===== config.mk =====
export PLATFORM = sky130hd
export DESIGN_NAME = vgm_command_stream_parser_top_flat
export DESIGN_NICKNAME = d
export VERILOG_FILES = /design/src/sv/vgmp_pkg.sv /design/src/sv/vgmp_if.sv /design/src/sv/vgmp_parser.sv /design/src/sv/vgmp_result_fifo.sv /design/src/sv/vgm_command_stream_parser_top.sv /design/src/flat_wrapper.sv
export SDC_FILE = /design/constraint.sdc
export NUM_CORES = 2
export LEC_CHECK = 0
export BUFFER_PORTS_ARGS = -buffer_cell sky130_fd_sc_hd__buf_4
export CORE_MARGIN = 5
export CORE_UTILIZATION = 55
export DETAILED_ROUTE_END_ITERATION = 7
export PLACE_DENSITY = 0.78
export SKIP_CTS_REPAIR_TIMING = 1
export SYNTH_ARGS = -nofsm -noshare
export SYNTH_HDL_FRONTEND = slang
export SYNTH_HIERARCHICAL = 1
export SYNTH_SLANG_ARGS = --single-unit

===== constraint.sdc =====
create_clock -name clk -period 14 [get_ports clk]
set_input_delay 0.7 -clock clk [delete_from_list [all_inputs] [get_ports clk]]
set_output_delay 0.7 -clock clk [all_outputs]
set_load 0.005 [all_outputs]

===== src/sv/vgmp_pkg.sv =====
// vgmp_pkg: shared types and constants for the VGM command stream parser.
// No dependencies; compiled first.
`default_nettype none

package vgmp_pkg;

    localparam int unsigned RAM_BYTES_DEFAULT = 524288;
    localparam int unsigned FIFO_DEPTH        = 4;

    typedef enum logic [2:0] {
        KIND_REG_WRITE   = 3'd0,
        KIND_RAM_WRITE   = 3'd1,
        KIND_RAM_PRELOAD = 3'd2,
        KIND_END         = 3'd3,
        KIND_ERROR       = 3'd4
    } kind_t;

    typedef enum logic [2:0] {
        ERR_NONE         = 3'd0,
        ERR_NOT_VGM      = 3'd1,
        ERR_WAIT         = 3'd2,
        ERR_REG_WRITE    = 3'd3,
        ERR_BLOCK        = 3'd4,
        ERR_BLOCK_LENGTH = 3'd5,
        ERR_COMMAND      = 3'd6,
        ERR_START        = 3'd7
    } err_t;

    typedef struct packed {
        kind_t       kind;
        logic [31:0] sample_time;
        logic [31:0] address;
        logic [7:0]  value;
        logic [31:0] total_count;
        err_t        error_code;
        logic        run_last;
    } result_t;

    // Results produced by one input beat, in order: first, then second.
    typedef struct packed {
        logic [1:0] count;
        result_t    first;
        result_t    second;
    } push_t;

endpackage

`default_nettype wire


===== src/sv/vgmp_if.sv =====
// vgmp_if: valid/ready channel interfaces for file bytes and parser results.
// No dependencies.
`default_nettype none

interface vgmp_in_if;
    logic       valid;
    logic       ready;
    logic [7:0] in_byte;
    logic       is_final_byte;

    modport source (output valid, in_byte, is_final_byte, input ready);
    modport sink   (input valid, in_byte, is_final_byte, output ready);
endinterface

interface vgmp_out_if;
    logic        valid;
    logic        ready;
    logic [2:0]  kind;
    logic [31:0] sample_time;
    logic [31:0] address;
    logic [7:0]  value;
    logic [31:0] total_count;
    logic [2:0]  error_code;
    logic        run_last;

    modport source (output valid, kind, sample_time, address, value, total_count,
                    error_code, run_last, input ready);
    modport sink   (input valid, kind, sample_time, address, value, total_count,
                    error_code, run_last, output ready);
endinterface

`default_nettype wire


===== src/sv/vgmp_parser.sv =====
// vgmp_parser: per-byte VGM parse state and result generation, one beat per cycle while accept is high.
// Depends on vgmp_pkg.
`default_nettype none

module vgmp_parser #(
    parameter int unsigned RAM_BYTES = vgmp_pkg::RAM_BYTES_DEFAULT
) (
    input  wire logic            clk,
    input  wire logic            rst_n,
    input  wire logic            accept,
    input  wire logic [7:0]      in_byte,
    input  wire logic            is_final_byte,
    output vgmp_pkg::push_t      push
);
    import vgmp_pkg::*;

    typedef enum logic [3:0] {
        PH_HDR   = 4'd0,
        PH_SKIP  = 4'd1,
        PH_CMD   = 4'd2,
        PH_WAIT  = 4'd3,
        PH_REG   = 4'd4,
        PH_BMARK = 4'd5,
        PH_BTYPE = 4'd6,
        PH_BSIZE = 4'd7,
        PH_BADDR = 4'd8,
        PH_BDATA = 4'd9,
        PH_TAIL  = 4'd10
    } phase_t;

    localparam logic [7:0] CMD_END      = 8'h66;
    localparam logic [7:0] CMD_WAIT     = 8'h61;
    localparam logic [7:0] CMD_WAIT_NTSC = 8'h62;
    localparam logic [7:0] CMD_WAIT_PAL = 8'h63;
    localparam logic [7:0] CMD_REG      = 8'hC5;
    localparam logic [7:0] CMD_BLOCK    = 8'h67;
    localparam logic [7:0] BLOCK_MARK   = 8'h66;
    localparam logic [7:0] BLOCK_RAM    = 8'hE0;
    localparam logic [31:0] POS_MAX     = 32'hFFFF_FFFF;
    localparam logic [31:0] POS_BODY    = 32'h0000_00FF;
    localparam logic [31:0] OFS_TOTAL   = 32'h0000_0018;
    localparam logic [31:0] OFS_START   = 32'h0000_0034;
    localparam logic [31:0] MIN_START   = 32'h0000_0038;
    localparam logic [16:0] WAIT_NTSC   = 17'd735;
    localparam logic [16:0] WAIT_PAL    = 17'd882;
    localparam logic [32:0] RamSize     = 33'(RAM_BYTES);
    localparam logic [7:0]  Magic [4]   = '{8'h56, 8'h67, 8'h6D, 8'h20};

    phase_t      phase_reg, phase_next;
    logic [31:0] pos_reg, pos_next;
    logic [31:0] total_reg, total_next;
    logic [31:0] start_reg, start_next;
    logic [31:0] sample_reg, sample_next;
    logic [31:0] acc_reg, acc_next;
    logic [2:0]  left_reg, left_next;
    logic [7:0]  btype_reg, btype_next;
    logic [31:0] bleft_reg, bleft_next;
    logic [31:0] baddr_reg, baddr_next;
    logic        initial_reg, initial_next;
    logic        preload_reg, preload_next;
    logic        done_reg, done_next;

    logic        ev_v, term_v, adv_v, cmd_v;
    kind_t       ev_kind, term_kind;
    err_t        term_err;
    logic [31:0] ev_addr;
    logic [7:0]  ev_val;
    logic [16:0] adv_amt;
    logic [31:0] idx, acc_or, start_calc;
    logic [32:0] adv_sum;
    result_t     r_ev, r_term;

    function automatic logic [31:0] place_byte(input logic [7:0] b, input logic [1:0] k);
        return {24'd0, b} << {k, 3'b000};
    endfunction

    assign idx = pos_reg;

    always_comb
    begin
        phase_next   = phase_reg;
        pos_next     = pos_reg;
        total_next   = total_reg;
        start_next   = start_reg;
        acc_next     = acc_reg;
        left_next    = left_reg;
        btype_next   = btype_reg;
        bleft_next   = bleft_reg;
        baddr_next   = baddr_reg;
        initial_next = initial_reg;
        preload_next = preload_reg;
        done_next    = done_reg;
        ev_v         = 1'b0;
        ev_kind      = KIND_REG_WRITE;
        ev_addr      = '0;
        ev_val       = '0;
        term_v       = 1'b0;
        term_kind    = KIND_END;
        term_err     = ERR_NONE;
        adv_v        = 1'b0;
        adv_amt      = '0;
        cmd_v        = 1'b0;
        acc_or       = '0;
        start_calc   = '0;

        if (accept && !done_reg)
        begin
            if (pos_reg != POS_MAX)
                pos_next = pos_reg + 32'd1;

            if (is_final_byte && idx < POS_BODY)
            begin
                term_v    = 1'b1;
                term_kind = KIND_ERROR;
                term_err  = ERR_NOT_VGM;
            end
            else
            begin
                case (phase_reg)
                    PH_HDR:
                    begin
                        if (idx < 32'd4 && in_byte != Magic[idx[1:0]])
                        begin
                            term_v    = 1'b1;
                            term_kind = KIND_ERROR;
                            term_err  = ERR_NOT_VGM;
                        end
                        else
                        begin
                            if (idx >= OFS_TOTAL && idx <= OFS_TOTAL + 32'd3)
                                total_next = total_reg | place_byte(in_byte, idx[1:0]);
                            if (idx == OFS_START)
                                acc_or = {24'd0, in_byte};
                            else if (idx > OFS_START && idx <= OFS_START + 32'd3)
                                acc_or = acc_reg | place_byte(in_byte, idx[1:0]);
                            else
                                acc_or = acc_reg;
                            acc_next = acc_or;
                            if (idx >= OFS_START + 32'd3)
                            begin
                                start_calc = OFS_START + acc_or;
                                start_next = start_calc;
                                acc_next   = '0;
                                if (start_calc < MIN_START)
                                begin
                                    term_v    = 1'b1;
                                    term_kind = KIND_ERROR;
                                    term_err  = ERR_START;
                                end
                                else
                                    phase_next = (start_calc == MIN_START) ? PH_CMD : PH_SKIP;
                            end
                        end
                    end
                    PH_SKIP:
                    begin
                        if (idx >= start_reg)
                        begin
                            phase_next = PH_CMD;
                            cmd_v      = 1'b1;
                        end
                    end
                    PH_CMD:
                        cmd_v = 1'b1;
                    PH_WAIT:
                    begin
                        acc_or    = acc_reg | place_byte(in_byte, 2'(3'd2 - left_reg));
                        acc_next  = acc_or;
                        left_next = left_reg - 3'd1;
                        if (left_reg == 3'd1)
                        begin
                            adv_v      = 1'b1;
                            adv_amt    = {1'b0, acc_or[15:0]};
                            phase_next = PH_CMD;
                        end
                    end
                    PH_REG:
                    begin
                        if (left_reg > 3'd1)
                        begin
                            acc_next  = {16'd0, acc_reg[7:0], in_byte};
                            left_next = left_reg - 3'd1;
                        end
                        else
                        begin
                            ev_v       = 1'b1;
                            ev_kind    = KIND_REG_WRITE;
                            ev_addr    = {16'd0, acc_reg[15:0]};
                            ev_val     = in_byte;
                            left_next  = '0;
                            phase_next = PH_CMD;
                        end
                    end
                    PH_BMARK:
                    begin
                        if (in_byte != BLOCK_MARK)
                        begin
                            term_v    = 1'b1;
                            term_kind = KIND_ERROR;
                            term_err  = ERR_BLOCK;
                        end
                        else
                            phase_next = PH_BTYPE;
                    end
                    PH_BTYPE:
                    begin
                        btype_next = in_byte;
                        phase_next = PH_BSIZE;
                        left_next  = 3'd4;
                        acc_next   = '0;
                    end
                    PH_BSIZE:
                    begin
                        acc_or    = acc_reg | place_byte(in_byte, 2'(3'd4 - left_reg));
                        acc_next  = acc_or;
                        left_next = left_reg - 3'd1;
                        if (left_reg == 3'd1)
                        begin
                            if (acc_or < 32'd4)
                            begin
                                term_v    = 1'b1;
                                term_kind = KIND_ERROR;
                                term_err  = ERR_BLOCK_LENGTH;
                            end
                            else
                            begin
                                bleft_next = acc_or - 32'd4;
                                phase_next = PH_BADDR;
                                left_next  = 3'd4;
                                acc_next   = '0;
                            end
                        end
                    end
                    PH_BADDR:
                    begin
                        acc_or    = acc_reg | place_byte(in_byte, 2'(3'd4 - left_reg));
                        acc_next  = acc_or;
                        left_next = left_reg - 3'd1;
                        if (left_reg == 3'd1)
                        begin
                            baddr_next   = acc_or;
                            acc_next     = '0;
                            preload_next = 1'b0;
                            if (btype_reg == BLOCK_RAM)
                            begin
                                if (initial_reg && sample_reg == '0
                                    && {1'b0, acc_or} < RamSize
                                    && {1'b0, bleft_reg} <= RamSize - {1'b0, acc_or})
                                    preload_next = 1'b1;
                                else
                                    initial_next = 1'b0;
                            end
                            phase_next = (bleft_reg == '0) ? PH_CMD : PH_BDATA;
                        end
                    end
                    PH_BDATA:
                    begin
                        if (btype_reg == BLOCK_RAM)
                        begin
                            ev_v    = 1'b1;
                            ev_kind = preload_reg ? KIND_RAM_PRELOAD : KIND_RAM_WRITE;
                            ev_addr = baddr_reg;
                            ev_val  = in_byte;
                        end
                        baddr_next = baddr_reg + 32'd1;
                        bleft_next = bleft_reg - 32'd1;
                        if (bleft_reg == 32'd1)
                            phase_next = PH_CMD;
                    end
                    PH_TAIL:
                    begin
                        if (idx >= POS_BODY)
                        begin
                            term_v    = 1'b1;
                            term_kind = KIND_END;
                        end
                    end
                    default:
                    begin
                        term_v    = 1'b1;
                        term_kind = KIND_ERROR;
                        term_err  = ERR_COMMAND;
                    end
                endcase

                if (cmd_v)
                begin
                    case (in_byte) inside
                        CMD_END:
                        begin
                            if (idx >= POS_BODY)
                            begin
                                term_v    = 1'b1;
                                term_kind = KIND_END;
                            end
                            else
                                phase_next = PH_TAIL;
                        end
                        CMD_WAIT:
                        begin
                            phase_next = PH_WAIT;
                            left_next  = 3'd2;
                            acc_next   = '0;
                        end
                        CMD_WAIT_NTSC:
                        begin
                            adv_v   = 1'b1;
                            adv_amt = WAIT_NTSC;
                        end
                        CMD_WAIT_PAL:
                        begin
                            adv_v   = 1'b1;
                            adv_amt = WAIT_PAL;
                        end
                        [8'h70:8'h7F]:
                        begin
                            adv_v   = 1'b1;
                            adv_amt = 17'(in_byte[3:0]) + 17'd1;
                        end
                        CMD_REG:
                        begin
                            initial_next = 1'b0;
                            phase_next   = PH_REG;
                            left_next    = 3'd3;
                            acc_next     = '0;
                        end
                        CMD_BLOCK:
                            phase_next = PH_BMARK;
                        default:
                        begin
                            term_v    = 1'b1;
                            term_kind = KIND_ERROR;
                            term_err  = ERR_COMMAND;
                        end
                    endcase
                end

                // final byte closes the stream according to where parsing stopped
                if (!term_v && is_final_byte)
                begin
                    term_v = 1'b1;
                    case (phase_next)
                        PH_CMD, PH_SKIP, PH_TAIL:
                            term_kind = KIND_END;
                        PH_WAIT:
                        begin
                            term_kind = KIND_ERROR;
                            term_err  = ERR_WAIT;
                        end
                        PH_REG:
                        begin
                            term_kind = KIND_ERROR;
                            term_err  = ERR_REG_WRITE;
                        end
                        PH_BMARK, PH_BTYPE, PH_BSIZE:
                        begin
                            term_kind = KIND_ERROR;
                            term_err  = ERR_BLOCK;
                        end
                        PH_BADDR, PH_BDATA:
                        begin
                            term_kind = KIND_ERROR;
                            term_err  = ERR_BLOCK_LENGTH;
                        end
                        default:
                        begin
                            term_kind = KIND_ERROR;
                            term_err  = ERR_NOT_VGM;
                        end
                    endcase
                end
            end
            done_next = term_v;
        end
    end

    // saturating sample clock
    assign adv_sum = {1'b0, sample_reg} + 33'(adv_amt);

    always_comb
    begin
        if (adv_v)
            sample_next = adv_sum[32] ? 32'hFFFF_FFFF : adv_sum[31:0];
        else
            sample_next = sample_reg;
    end

    always_comb
    begin
        r_ev.kind           = ev_kind;
        r_ev.sample_time    = sample_next;
        r_ev.address        = ev_addr;
        r_ev.value          = ev_val;
        r_ev.total_count    = '0;
        r_ev.error_code     = ERR_NONE;
        r_ev.run_last       = !term_v;

        r_term.kind          = term_kind;
        r_term.sample_time   = sample_next;
        r_term.address       = '0;
        r_term.value         = '0;
        r_term.total_count   = (term_kind == KIND_END) ? total_reg : '0;
        r_term.error_code    = term_err;
        r_term.run_last      = 1'b1;

        push.count  = {1'b0, ev_v} + {1'b0, term_v};
        push.first  = ev_v ? r_ev : r_term;
        push.second = r_term;
    end

    always_ff @(posedge clk or negedge rst_n)
    begin
        if (!rst_n)
        begin
            phase_reg   <= PH_HDR;
            pos_reg     <= '0;
            total_reg   <= '0;
            start_reg   <= '0;
            sample_reg  <= '0;
            acc_reg     <= '0;
            left_reg    <= '0;
            btype_reg   <= '0;
            bleft_reg   <= '0;
            baddr_reg   <= '0;
            initial_reg <= 1'b1;
            preload_reg <= 1'b0;
            done_reg    <= 1'b0;
        end
        else
        begin
            phase_reg   <= phase_next;
            pos_reg     <= pos_next;
            total_reg   <= total_next;
            start_reg   <= start_next;
            sample_reg  <= sample_next;
            acc_reg     <= acc_next;
            left_reg    <= left_next;
            btype_reg   <= btype_next;
            bleft_reg   <= bleft_next;
            baddr_reg   <= baddr_next;
            initial_reg <= initial_next;
            preload_reg <= preload_next;
            done_reg    <= done_next;
        end
    end

    a_silent_after_done: assert property (@(posedge clk) disable iff (!rst_n)
        done_reg |-> push.count == 2'd0)
        else $error("result produced after end of stream");

    a_pair_ends_stream: assert property (@(posedge clk) disable iff (!rst_n)
        push.count == 2'd2 |->
            (push.second.kind == KIND_END || push.second.kind == KIND_ERROR)
            && push.first.kind != KIND_END && push.first.kind != KIND_ERROR)
        else $error("two results per beat must be event then end/error");

    a_final_closes: assert property (@(posedge clk) disable iff (!rst_n)
        accept && is_final_byte |=> done_reg)
        else $error("final byte did not close the stream");

endmodule

`default_nettype wire


===== src/sv/vgmp_result_fifo.sv =====
// vgmp_result_fifo: small result queue taking up to two results per cycle, one out.
// Depends on vgmp_pkg and vgmp_if.
`default_nettype none

module vgmp_result_fifo (
    input  wire logic          clk,
    input  wire logic          rst_n,
    input  vgmp_pkg::push_t    push,
    output logic               room,
    vgmp_out_if.source         results
);
    import vgmp_pkg::*;

    localparam int unsigned Depth = FIFO_DEPTH;
    localparam int unsigned PtrW  = $clog2(Depth);
    localparam int unsigned CntW  = $clog2(Depth + 1);

    result_t           mem_reg [Depth];
    logic [PtrW-1:0]   wr_reg, wr_next, rd_reg, rd_next;
    logic [CntW-1:0]   count_reg, count_next;
    logic              pop;
    result_t           head;

    assign pop  = results.valid && results.ready;
    assign room = count_reg <= CntW'(Depth - 2);

    assign wr_next    = wr_reg + PtrW'(push.count);
    assign rd_next    = rd_reg + PtrW'(pop);
    assign count_next = count_reg + CntW'(push.count) - CntW'(pop);

    always_ff @(posedge clk or negedge rst_n)
    begin
        if (!rst_n)
        begin
            wr_reg    <= '0;
            rd_reg    <= '0;
            count_reg <= '0;
        end
        else
        begin
            wr_reg    <= wr_next;
            rd_reg    <= rd_next;
            count_reg <= count_next;
        end
    end

    always_ff @(posedge clk)
    begin
        if (push.count != 2'd0)
            mem_reg[wr_reg] <= push.first;
        if (push.count == 2'd2)
            mem_reg[wr_reg + PtrW'(1)] <= push.second;
    end

    assign head                  = mem_reg[rd_reg];
    assign results.valid         = count_reg != '0;
    assign results.kind          = head.kind;
    assign results.sample_time   = head.sample_time;
    assign results.address       = head.address;
    assign results.value         = head.value;
    assign results.total_count   = head.total_count;
    assign results.error_code    = head.error_code;
    assign results.run_last      = head.run_last;

    a_no_overflow: assert property (@(posedge clk) disable iff (!rst_n)
        count_reg <= CntW'(Depth))
        else $error("result queue overflow");

    a_push_fits: assert property (@(posedge clk) disable iff (!rst_n)
        push.count != 2'd0 |-> (count_reg + CntW'(push.count)) <= CntW'(Depth))
        else $error("push beyond free entries");

    a_count_tracks: assert property (@(posedge clk) disable iff (!rst_n)
        pop |=> count_reg == CntW'($past(count_reg) + CntW'($past(push.count)) - 1))
        else $error("queue fill count mismatch");

endmodule

`default_nettype wire


===== src/sv/vgm_command_stream_parser_top.sv =====
// VGM command stream parser: takes one file byte per cycle on the bytes channel and
// returns register-write, RAM-write, RAM-preload, end and error results on the results
// channel. A byte is taken every cycle while the four-entry result queue has two free
// entries; results are queued and leave one per cycle while ready is high. Only the final
// byte can give two results (an event then the end or error), so a steady stream runs
// at one byte per cycle when the consumer keeps up. Events seen before an error result
// are to be discarded by the consumer. After an end or error, further bytes are taken
// and ignored until reset.
// Depends on vgmp_pkg, vgmp_if, vgmp_parser, vgmp_result_fifo.
`default_nettype none

module vgm_command_stream_parser_top #(
    parameter int unsigned RAM_BYTES = vgmp_pkg::RAM_BYTES_DEFAULT
) (
    input  wire logic   clk,
    input  wire logic   rst_n,
    vgmp_in_if.sink     bytes,
    vgmp_out_if.source  results
);
    import vgmp_pkg::*;

    push_t push;
    logic  room;
    logic  accept;

    assign bytes.ready = room;
    assign accept      = bytes.valid && room;

    vgmp_parser #(
        .RAM_BYTES (RAM_BYTES)
    ) u_parser (
        .clk           (clk),
        .rst_n         (rst_n),
        .accept        (accept),
        .in_byte       (bytes.in_byte),
        .is_final_byte (bytes.is_final_byte),
        .push          (push)
    );

    vgmp_result_fifo u_fifo (
        .clk     (clk),
        .rst_n   (rst_n),
        .push    (push),
        .room    (room),
        .results (results)
    );

endmodule

`default_nettype wire


===== src/flat_wrapper.sv =====
// flat-port wrapper written by rule: the top's interface ports become plain ports
module vgm_command_stream_parser_top_flat import vgmp_pkg::*;
#(
    parameter int unsigned RAM_BYTES = vgmp_pkg::RAM_BYTES_DEFAULT
)
  (clk, rst_n, bytes_valid, bytes_in_byte, bytes_is_final_byte, bytes_ready, results_valid, results_kind, results_sample_time, results_address, results_value, results_total_count, results_error_code, results_run_last, results_ready);
  vgmp_in_if bytes_i ();
  vgmp_out_if results_i ();
  input  wire logic clk;
  input  wire logic rst_n;
  input wire logic [$bits(bytes_i.valid)-1:0] bytes_valid;
  input wire logic [$bits(bytes_i.in_byte)-1:0] bytes_in_byte;
  input wire logic [$bits(bytes_i.is_final_byte)-1:0] bytes_is_final_byte;
  output wire logic [$bits(bytes_i.ready)-1:0] bytes_ready;
  output wire logic [$bits(results_i.valid)-1:0] results_valid;
  output wire logic [$bits(results_i.kind)-1:0] results_kind;
  output wire logic [$bits(results_i.sample_time)-1:0] results_sample_time;
  output wire logic [$bits(results_i.address)-1:0] results_address;
  output wire logic [$bits(results_i.value)-1:0] results_value;
  output wire logic [$bits(results_i.total_count)-1:0] results_total_count;
  output wire logic [$bits(results_i.error_code)-1:0] results_error_code;
  output wire logic [$bits(results_i.run_last)-1:0] results_run_last;
  input wire logic [$bits(results_i.ready)-1:0] results_ready;
  assign bytes_i.valid = bytes_valid;
  assign bytes_i.in_byte = bytes_in_byte;
  assign bytes_i.is_final_byte = bytes_is_final_byte;
  assign bytes_ready = bytes_i.ready;
  assign results_valid = results_i.valid;
  assign results_kind = results_i.kind;
  assign results_sample_time = results_i.sample_time;
  assign results_address = results_i.address;
  assign results_value = results_i.value;
  assign results_total_count = results_i.total_count;
  assign results_error_code = results_i.error_code;
  assign results_run_last = results_i.run_last;
  assign results_i.ready = results_ready;
  vgm_command_stream_parser_top #(.RAM_BYTES(RAM_BYTES)) u_core (.clk(clk), .rst_n(rst_n), .bytes(bytes_i), .results(results_i));
endmodule

# Word level (Yosys, flattened, before mapping)
# Memory sizes are Yosys's and may differ from the RTL's.
# Index checks and enable logic that the tools add are counted.
# op_classes
n_addsub	17
order_cmp	18
n_eq_ne	39
shift	3
n_mux	190
n_bitwise	7
n_reduce_logical	36
# op_table
operator	n
2-to-1 mux 32 bit	28
case mux 32 bit (2 select lines)	3
case mux 32 bit (6 select lines)	1
2-to-1 mux 3 bit	48
2-to-1 mux 17 bit	8
bitwise OR 32 bit	4
2-to-1 mux 111 bit	1
<< shifter 8 x 5 -> 32 bit	3
2-to-1 mux 4 bit	23
adder 32 x 1 -> 32 bit (second input constant)	2
== test 32 x 6 -> 1 bit (second input constant)	2
zero test 32 bit	2
less-than comparator 32 x 3 -> 1 bit (second input constant)	2
2-to-1 mux 1 bit	55
2-to-1 mux 16 bit	3
2-to-1 mux 8 bit	6
== test 8 x 7 -> 1 bit (second input constant)	5
case mux 3 bit (4 select lines)	3
case mux 4 bit (9 select lines)	1
adder 32 x 17 -> 33 bit	1
less-or-equal comparator 32 x 33 -> 1 bit	1
subtractor 20 x 32 -> 33 bit (first input constant)	1
adder 6 x 32 -> 32 bit (first input constant)	1
== test 32 x 1 -> 1 bit (second input constant)	1
60 further kinds	105
# totals
reg_bits	249
ramBits	444
in_bits	13
out_inout_bits	113
wordCells	327
n_memories	1
# mem_list
name	words	word_bits	rd	rd_clocked_by_memory_dff	write_ports	line	rtl
u_core.u_fifo.mem_reg	4	111	1	0	2	vgmp_result_fifo.sv:18	result_t mem_reg [Depth];

# Longest topological paths before layout
# depth
ltp_word	36
ltp_mapped	35
depth_no_buf	32

# Hierarchy
# Netlist, hierarchy kept.
# modules_own_cells
mod	n_inst	cells_each	area_each_um2
vgmp_result_fifo	1	1114	21883.5
vgmp_parser	1	2606	19956.6
vgm_command_stream_parser_top	1	1	6.3

# Worst setup path after synthesis
# No wires, ideal clock.
# synth_timing
path_kind	register to register
startpoint	register u_core.u_parser.pos_reg[0], in the netlist u_core/u_parser/idx[0]
endpoint	memory u_core/u_fifo/mem_reg[0][0] (netlist name), enable pin
setup_time_ns	0.734
t_arrival_ns	13.086
required_ns	13.266
path_slack_ns	0.180
stages_incl_launch_ff	25
n_path_buf	4
cell_sequence	dfrtp_1 -> clkbuf_1 -> inv_1 -> ha_1 -> inv_1 -> or4_1 -> clkbuf_1 -> clkbuf_1 -> a22oi_1 -> inv_1 -> ha_1 -> clkbuf_1 -> a221oi_2 -> nor2_1 -> or4_1 -> a32o_1 -> a41oi_1 -> and4b_1 -> nand4_1 -> nand3_1 -> nor3_1 -> nor2_1 -> ha_1 -> o21bai_1 -> o21ai_0
# synth_lines
item	line	rtl
from (decl)	vgmp_parser.sv:50	logic [31:0] pos_reg, pos_next;
from (signal assigned)	vgmp_parser.sv:432	pos_reg <= pos_next;
to (decl)	vgmp_result_fifo.sv:18	

==> reports/qor.yml <==
initial_utilization_pct: 55.3
final.period_utilization_pct: 66.1
io_pins: 126
ys_ff_latch: 693
cp-end-kind: "flop"
power.density_mw_per_mm2: 138
areaGrowthSynthToFinish_pct: 8.73
worstMarginPinSlew_ns: 1.34
dp.cells: 4623
fin_ws_ns: 4.74
drc: 0
wl_per_cell_um: 24.7
first_global_vias: 30800
period_minus_slack_ns: 9.26
grt_usage_pct: 28.1
hpwl_um: 75700
ys_top_cells_by_area: "edfxtp_1, dfrtp_1, mux2_2"
numCtsBuffers: 75
async_flop_share_pct: 35.9
setup_viol: 0
post-route-util_pct: 60.1
power.leakage_nw: 18.5
synth.avg_cell_area_um2: 11.2
critical_path_class: "reg2reg"
largest_reg_flops: 444
r2r_slack_ns: 4.74
cp.required_ns: 14.26
path_max_fanout: 47
finalNonFillerCells: 4761
cts-root-buf: "clkbuf_16"
io_buffers: 125
relSlewSlack_pct: 10.6
rows: 101
clk_latency_ns: 0.65
drt_iter0_markers: 3742
cts_tree: "done"
postSynthCellCount: 3721
gp_congestion: 0.989
ir_drop_mv: 0.0974
core-area_mm2: 0.0757
pre_cts_ws_ns: 4.95
drive_above_1_share_pct: 21.1
via_per_inst: 6.60
die-width_um: 286
layout.nets: 3839
maxCapViolCount: 0
synth_cell_type_count: 94
detail-route-antenna-nets: 0
finClkSkew_ns: 0.0298
die_y_um: 286
synth_edf_count: 444
hold_viol: 0
clkTransAtPathRegs_ns: 0.06
run_status: "finished clean"
cts_buffer_depth: 3
power_w: 0.00630
antenna_found_initial: 0
start_kind: "flop"
cts_sinks: 693
first_pass_iters: 6
antennaDiodeCount: 0
slew_violations: 0
synth-main-ff-cell: "edfxtp_1"
yosys.area.top_type: "edfxtp_1"
htreeDepth: 3
vias: 31400
setup-tns-final_ns: 0
netlist_area_mm2: 0.0418
max_freq_mhz: 108
grt_max_degree: 151
dieArea_mm2: 0.0817
arrival_ns: 9.52
grt_pass1_wl_um: 182000
hp-class: "in2async"
ys_warn_count: 6
wirelength_um: 117000
ys_seq_area_share_pct: 46.8
rsz0062_at_grt: "false"
overflow: 0
netlist.area_leader.share_pct: 31.9
==> cells in the mapped netlist, types with 27 or more instances <==
cell type / instances
ha_1: 102
a21oi_1: 238
nor4_1: 27
mux2_1: 120
a22oi_1: 37
clkbuf_1: 125
buf_4: 87
o22a_1: 31
nand4_1: 42
dfrtp_1: 248
mux2_2: 320
buf_6: 29
xnor2_1: 97
and2_1: 27
mux4_2: 111
inv_1: 86
nand3_1: 86
buf_2: 32
nand2b_1: 28
o21ai_0: 189
a21o_1: 57
edfxtp_1: 444
and3_1: 52
nor2_1: 327
nand2_1: 266
nor3_1: 65
nor2b_1: 55
xor2_1: 52
==> per-layer routing <==
layer	GRT usage, %	share of wire [%]	wire length (um)	vias to the layer above
met5	0	0	0	-
met4	12.3	5.0	5860	0
met3	4.65	8.8	10400	361
met2	44.7	46	54400	1832
met1	38.4	40	46800	15400
li1	-	-	-	13900
==> cell usage in the layout, fill, tap and decap left out, types with 57 or more instances in the layout <==
master / synthesis / routed
nor3_1: 65 / 65
clkbuf_16: 0 / 76
ha_1: 102 / 102
mux2_1: 120 / 120
dfrtp_1: 248 / 246
a21o_1: 57 / 57
o21ai_0: 189 / 188
mux4_2: 111 / 111
a21oi_1: 238 / 235
edfxtp_1: 444 / 444
xnor2_1: 97 / 97
mux2_2: 320 / 320
nand2_1: 266 / 265
inv_1: 86 / 86
nand3_1: 86 / 86
buf_4: 87 / 182
nor2_1: 327 / 321
==> worst max-delay path, stage by stage (launching register included) <==
cell       delay, ns
dfrtp_1         0.43
nor4_1          0.46
nand4_1         0.58
nor4_4          0.90
a22oi_1         0.26
inv_1           0.11
ha_1            0.32
a221oi_2        0.10
or3_1           0.47
nor4_1          0.52
mux2i_1         0.24
o211ai_1        0.11
a2111oi_1       0.59
nand4_1         0.39
nand3_1         0.27
nor3_1          0.08
nor2_1          0.16
ha_1            0.37
mux2i_1         0.25
nor2_4          0.80
buf_4           0.65
buf_4           0.68
==> final timing paths <==
path / cells after the start / start / end
max: 21 / u_core/u_parser/idx[24]$_DFFE_PN0P_ / u_core/u_fifo/mem_reg[3][73]$_DFFE_PP_
min: 1 / rst_n / u_core/u_parser/bleft_reg[26]$_DFFE_PN0P_
max reg2reg: 21 / u_core/u_parser/idx[24]$_DFFE_PN0P_ / u_core/u_fifo/mem_reg[3][73]$_DFFE_PP_
min reg2reg: 1 / u_core/u_parser/done_reg$_DFFE_PN0P_ / u_core/u_parser/done_reg$_DFFE_PN0P_
max in group asynchronous: 2 / rst_n / u_core/u_fifo/rd_reg[1]$_DFF_PN0_
min in group clk: 3 / results_ready / u_core/u_fifo/rd_reg[0]$_DFF_PN0_
==> stage by stage <==
step / hold WS [ns] / area [um^2]
floorplan: 0.404 / 42000
global placement: 0.448 / 43000
detailed placement: 0.457 / 43000
CTS: 0.121 / 45500
global route: 0.158 / 45500
finish: 0.0889 / 45500
==> final cells by class <==
class | instances | area, um^2
Fill cell | 5911 | 30200
Multi-Input combinational cell | 2680 | 20500
Sequential cell | 693 | 19600
Clock buffer | 102 | 2110
Timing Repair Buffer | 184 | 1400
Tap cell | 978 | 1220
Clock inverter | 36 | 364
Inverter | 88 | 330
==> power breakdown <==
part	switching, W	total [W]	internal [W]
combinational	0.00100	0.00181	0.000809
sequential	0.000215	0.00248	0.00227
clock	0.000857	0.00200	0.00114
==> logic make-up after synthesis <==
family          share of synthesized area [%]
compound gates                           11.5
mux                                      18.3
xor+xnor                                 3.12
fa+ha+maj                                3.15
simple gates                             12.2
buf+inv                                  4.87
other cells                            0.0179
flops                                    46.8
Note: power is estimated with default switching activity, not from simulation.
